`config.mk`:
```
export PLATFORM = sky130hd
export DESIGN_NAME = mroe_mac
export DESIGN_NICKNAME = d
export VERILOG_FILES = /design/src/rtl/core/matrix_row_operation_engine_assert.svh /design/src/rtl/core/mroe_pkg.sv /design/src/rtl/core/mroe_mac.sv
export SDC_FILE = /design/constraint.sdc
export NUM_CORES = 2
export LEC_CHECK = 0
export ABC_AREA = 1
export BUFFER_PORTS_ARGS = -buffer_cell sky130_fd_sc_hd__buf_4
export CAP_MARGIN = 25
export CORE_AREA = 2 2 318 320
export DETAILED_ROUTE_END_ITERATION = 7
export DIE_AREA = 0 0 320 322
export PLACE_DENSITY = 0.72
export SLEW_MARGIN = 20
export SYNTH_ARGS = -nofsm -noshare
export SYNTH_HDL_FRONTEND = slang
export SYNTH_SLANG_ARGS = --single-unit
```
`constraint.sdc`:
```
create_clock -name clk -period 11.2 [get_ports clk]
set_input_delay 2.24 -clock clk [delete_from_list [all_inputs] [get_ports clk]]
set_output_delay 2.24 -clock clk [all_outputs]
set_load 0.02 [all_outputs]
```
`src/rtl/core/matrix_row_operation_engine_assert.svh`:
```
// ----------------------------------------------------------------------------
// Matrix row operation engine assertion macros
// Shared concurrent assertion forms, clocked on clk and held off during reset.
// ----------------------------------------------------------------------------
`ifndef MATRIX_ROW_OPERATION_ENGINE_ASSERT_SVH
`define MATRIX_ROW_OPERATION_ENGINE_ASSERT_SVH

// The consequent must hold in the same cycle as the antecedent.
`define MROE_ASSERT_SAME(label, ante, cons, msg) \
    label: assert property (@(posedge clk) disable iff (!rst_n) (ante) |-> (cons)) \
        else $error(msg);

// The consequent must hold in the cycle after the antecedent.
`define MROE_ASSERT_NEXT(label, ante, cons, msg) \
    label: assert property (@(posedge clk) disable iff (!rst_n) (ante) |=> (cons)) \
        else $error(msg);

`endif

```
`src/rtl/core/mroe_pkg.sv`:
```
// ----------------------------------------------------------------------------
// mroe_pkg
// Types, sizes, operation codes and saturation helpers of the row engine.
// ----------------------------------------------------------------------------
`timescale 1ns / 1ps

package mroe_pkg;

    localparam int ROWS_MAX    = 16;
    localparam int COLS_MAX    = 16;
    localparam int STORE_DEPTH = ROWS_MAX * COLS_MAX;
    localparam int ADDR_W      = $clog2(STORE_DEPTH);
    localparam int COL_W       = $clog2(COLS_MAX);
    localparam int ROW_W       = 4;
    localparam int IDX_W       = 4;
    localparam int CNT_W       = 5;
    localparam int PROD_W      = ROW_W + CNT_W;
    localparam int CFG_IDX_W   = 1;

    typedef logic signed [31:0] word_t;
    typedef logic [ADDR_W-1:0]  addr_t;
    typedef logic [COL_W-1:0]   col_t;
    typedef logic [CNT_W-1:0]   cnt_t;

    localparam logic [2:0] KIND_WRITE = 3'd0;
    localparam logic [2:0] KIND_READ  = 3'd1;
    localparam logic [2:0] KIND_SCALE = 3'd2;
    localparam logic [2:0] KIND_ADD   = 3'd3;
    localparam logic [2:0] KIND_SWAP  = 3'd4;

    localparam logic [CFG_IDX_W-1:0] CFG_NUM_COLS = 1'b0;
    localparam logic [CFG_IDX_W-1:0] CFG_NUM_ROWS = 1'b1;

    localparam cnt_t CNT_RESET = 5'd16;

    typedef struct packed {
        logic [2:0]       kind;
        logic [ROW_W-1:0] row_a;
        logic [ROW_W-1:0] row_b;
        logic [IDX_W-1:0] col_index;
        word_t            value;
        word_t            factor;
    } in_item_t;

    typedef struct packed {
        word_t read_value;
        logic  error;
    } out_item_t;

    typedef enum logic [3:0] {
        ST_IDLE,
        ST_WR_ELEM,
        ST_RD_ELEM,
        ST_MAC_RD_A,
        ST_MAC_RD_B,
        ST_MAC_RND,
        ST_MAC_SUM,
        ST_MAC_WR,
        ST_SWP_RD_A,
        ST_SWP_RD_B,
        ST_SWP_WR_A,
        ST_SWP_WR_B,
        ST_DONE
    } seq_state_t;

    // Clamp a wide signed value to the 32-bit signed range.
    function automatic word_t sat_word(input logic signed [63:0] x);
        word_t r;
        if (x > 64'sh0000_0000_7FFF_FFFF)
        begin
            r = 32'sh7FFF_FFFF;
        end
        else if (x < 64'shFFFF_FFFF_8000_0000)
        begin
            r = 32'sh8000_0000;
        end
        else
        begin
            r = x[31:0];
        end
        return r;
    endfunction

    // Clamp a count register to the range from 1 to limit.
    function automatic cnt_t clamp_count(input cnt_t raw, input int limit);
        cnt_t r;
        if (raw == '0)
        begin
            r = cnt_t'(1);
        end
        else if (raw > cnt_t'(limit))
        begin
            r = cnt_t'(limit);
        end
        else
        begin
            r = raw;
        end
        return r;
    endfunction

endpackage

```
`src/rtl/core/mroe_mac.sv`:
```
// ----------------------------------------------------------------------------
// mroe_mac
// Three-stage Q16.16 multiply, round, saturate and saturating accumulate.
// ----------------------------------------------------------------------------
`timescale 1ns / 1ps

module mroe_mac (
    input  logic          clk,
    input  mroe_pkg::word_t mul_a,
    input  mroe_pkg::word_t mul_b,
    input  mroe_pkg::word_t addend,
    output mroe_pkg::word_t result
);

    logic signed [63:0] prod_reg;
    logic signed [63:0] prod_next;
    logic signed [63:0] biased;
    logic signed [63:0] shifted;
    mroe_pkg::word_t    rnd_reg;
    mroe_pkg::word_t    rnd_next;
    mroe_pkg::word_t    add_reg;
    logic signed [63:0] sum_wide;
    mroe_pkg::word_t    sum_reg;
    mroe_pkg::word_t    sum_next;

    assign prod_next = 64'(mul_a) * 64'(mul_b);

    // Adding half an LSB before the arithmetic shift rounds ties upward.
    assign biased   = prod_reg + 64'sh8000;
    assign shifted  = biased >>> 16;
    assign rnd_next = mroe_pkg::sat_word(shifted);

    assign sum_wide = 64'(rnd_reg) + 64'(add_reg);
    assign sum_next = mroe_pkg::sat_word(sum_wide);

    // The addend joins one stage after the operands, when the target word
    // has come back from memory.
    always_ff @(posedge clk)
    begin
        prod_reg <= prod_next;
        rnd_reg  <= rnd_next;
        add_reg  <= addend;
        sum_reg  <= sum_next;
    end

    assign result = sum_reg;

endmodule

```
==> results by group <==
Drt
  • Initial DRT Pass Iterations: 8
  • DRC errors left: 1
  • Met3 wire len: 7690 um
  • Drt wl/cell: approximately 17 um
  • Vias: 34600
  • Routed WL: 118000 um
  • Post-route ant nets: 0
  • Wire length on met1: 49100 um
  • Metal2 WL: 58200 um
  • DRT iter0 DRCs: 2633
  • Top layer in use: met5
  • Via/cell ratio: 5.00

CTS
  • Clk slew on worst S/H paths: 0.07 ns
  • Post-CTS Resized: 0
  • Root Driver: clkbuf_16
  • CTS tree: yes
  • Clk sinks: about 150
  • Clock latency on the worst-skew pair: between 0.4 and 0.5 ns
  • Num CTS Buffers: 17
  • Setup Buffers After CTS: 0
  • Max Buffers Root-to-Sink: 2
  • H-tree depth: 4
  • # hold bufs at CTS: 0

Synth
  • Largest cells by area after synthesis: fa_1 (49%), inv_1 (14%), nand2_1 (13%)
  • Yosys warns: 0
  • Post-synth ARST share: 0%
  • Mean Syn Cell Area: between 7 and 8 um2
  • Area leader, netlist: fa_1
  • Netlist cell types: 41
  • Post-synth EDFFs: 0
  • Cell Area, Synth: 44500 um2
  • Syn nets: 7053
  • Dominant synthesized flop cell: dfxtp_1
  • Commonest cells in the netlist: inv_1 (1650), nand2_1 (1537), fa_1 (1082)
  • Cell with the most instances after synthesis: inv_1
  • Gate Count Post-Synth: between 5000 and 6000
  • Share of the yosys chip area belonging to registers: 6.52%
  • #FFs+latches synth: 145
  • Yosys top cell area share: approximately half

Final layout
  • Layout cells sized above 1: approximately 3.8%
  • Max reg flops: about 50
  • Antenna diode count: 0
  • Fill count: 9672
  • Finished Layout Cells: roughly 6900
  • Area grow syn2layout: 5.47%
  • Nets: 7004

STA
  • Fin Setup TNS: 0 ns
  • Actual slew at the worst max-slew pin: roughly 0.92 ns
  • RSZ-0062 raised after global routing: no
  • Post-route setup slack: ~1.7 ns
  • Worst slew margin: 38.5%
  • Fin. Hold Viols: 0
  • Setup-failing EPs final: 0
  • Maximum clock frequency: 105 MHz
  • Hold Worst Slack: between 0.6 and 0.7 ns
  • Tmin final: 9.53 ns
  • Clock skew: about 0.013 ns
  • Max Slew Vio Count: 0
  • Crit share post-route: 85.0%

Hold path
  • Min-Delay Path Class: reg -> reg
  • WHS Path Cells: 2

Worst setup path
  • Startpoint Class: primary input
  • Endpoint type of the worst setup path: flip-flop
  • R2R cell count: 14
  • Most used cell, CP: inv_1
  • Largest fanout on the critical path: 32
  • Critical Path AT: 9.86 ns
  • Slowest cell on crit path: fa_1
  • CP required: 11.54 ns
  • Crit-path max cell delay: 0.89 ns
  • WS Path Type: in -> reg

Flow run
  • Max_cap viols: 0

Global routing
  • Gr usage total: about a quarter
  • First-pass GRT wire length: 198000 um
  • Initial antenna violation count: 2
  • Largest net degree at the start of global routing: 33
  • Vias in the first global route: around 38000
  • Total global routing overflow: 0

Placed design
  • Gp weighted congestion: 0.984
  • # port buffers: 128
  • DPL Wire Length: 101000 um
  • Placed Instances: 6890
  • Setup WS pre-CTS: roughly 1.2 ns

Die
  • Die span in y: roughly 320 um
  • Initial Utilization: 44.7%
  • Die width: 320 um
  • # rows: 116
  • Die Area: ~100000 um2
  • Core footprint: 99600 um2
  • I/O pin count: between 100 and 150

Status
  • Failing checks: design-rule violations
  • Outcome: finished, violations left
[kinds of logic (layout without fill, tap and decap cells)]
logic type	Yosys count	after routing	synth area share [%]
simple gates	2001	2001	17.8
buf+inv	1855	1819	15.8
fa+ha+maj	1295	1295	54.7
compound gates	259	259	3.20
flops	145	145	6.52
xor+xnor	106	106	2.09
[per-stage QoR]
| stage | utilization [%] | cell area (um2) |
|---|---|---|
| final | 47.1 | 46900 |
| after global routing | 47.1 | 46900 |
| after CTS | 47.1 | 46900 |
| after detailed placement | 46.5 | 46300 |
| after global placement | 46.5 | 46300 |
| after floorplan | - | 44500 |
[final timing paths]
check / endpoint / from / slack (ns)
max: prod_reg[63] / mul_b[5] / 1.67
min: rnd_reg[31] / prod_reg[63] / 0.62
max reg2reg: rnd_reg[23] / prod_reg[15] / 8.08
min reg2reg: rnd_reg[31] / prod_reg[63] / 0.62
[layout make-up]
class	instances	area [um2]	share of cell area [%]
well taps	1298	1620	3.46
multi-input cells	3661	34600	73.7
clock inverters	15	168	0.357
flip-flops and latches	145	2900	6.18
repair buffers	136	1040	2.22
clock buffers	17	425	0.906
inverters	1651	6200	13.2
[critical path, delay by kind of cell]
kind	cells	cell delay, ns
adders and majority gates	9	4.72
and+or+nand+nor	10	1.19
buffers and inverters	12	1.67
[routing by layer]
metal,GRT usage (%),up-vias
met3,2.80,223
met1,32.0,17300
met2,42.2,1244
li1,-,15800
met5,0,-
met4,6.52,4
[cells in the final DEF (no fill, tap or decap), types with 2 or more instances in the layout]
| cell | instances |
|---|---|
| dfxtp_1 | 145 |
| o211ai_1 | 5 |
| nand4_1 | 27 |
| nor2_4 | 5 |
| inv_1 | 1650 |
| nor2_2 | 12 |
| o21a_1 | 7 |
| o21bai_1 | 13 |
| a211oi_1 | 2 |
| clkbuf_16 | 17 |
| xnor2_1 | 29 |
| a21boi_0 | 7 |
| o21ai_1 | 3 |
| buf_4 | 133 |
| nor4_1 | 12 |
| xor2_1 | 77 |
| nor2_1 | 276 |
| nand2_1 | 1537 |
| or2_2 | 9 |
| nand3_2 | 2 |
| a31oi_1 | 5 |
| inv_6 | 3 |
| fa_1 | 1082 |
| clkinv_4 | 3 |
| a21o_1 | 12 |
| buf_8 | 2 |
| nand3_1 | 86 |
| o21ai_0 | 77 |
| inv_8 | 5 |
| nor3_1 | 12 |
| nand2_2 | 17 |
| nand3b_1 | 2 |
| a21oi_1 | 126 |
| ha_1 | 213 |
Power is not shown: default switching activity piles up to over one toggle a cycle in this logic, so the estimate is an artifact.
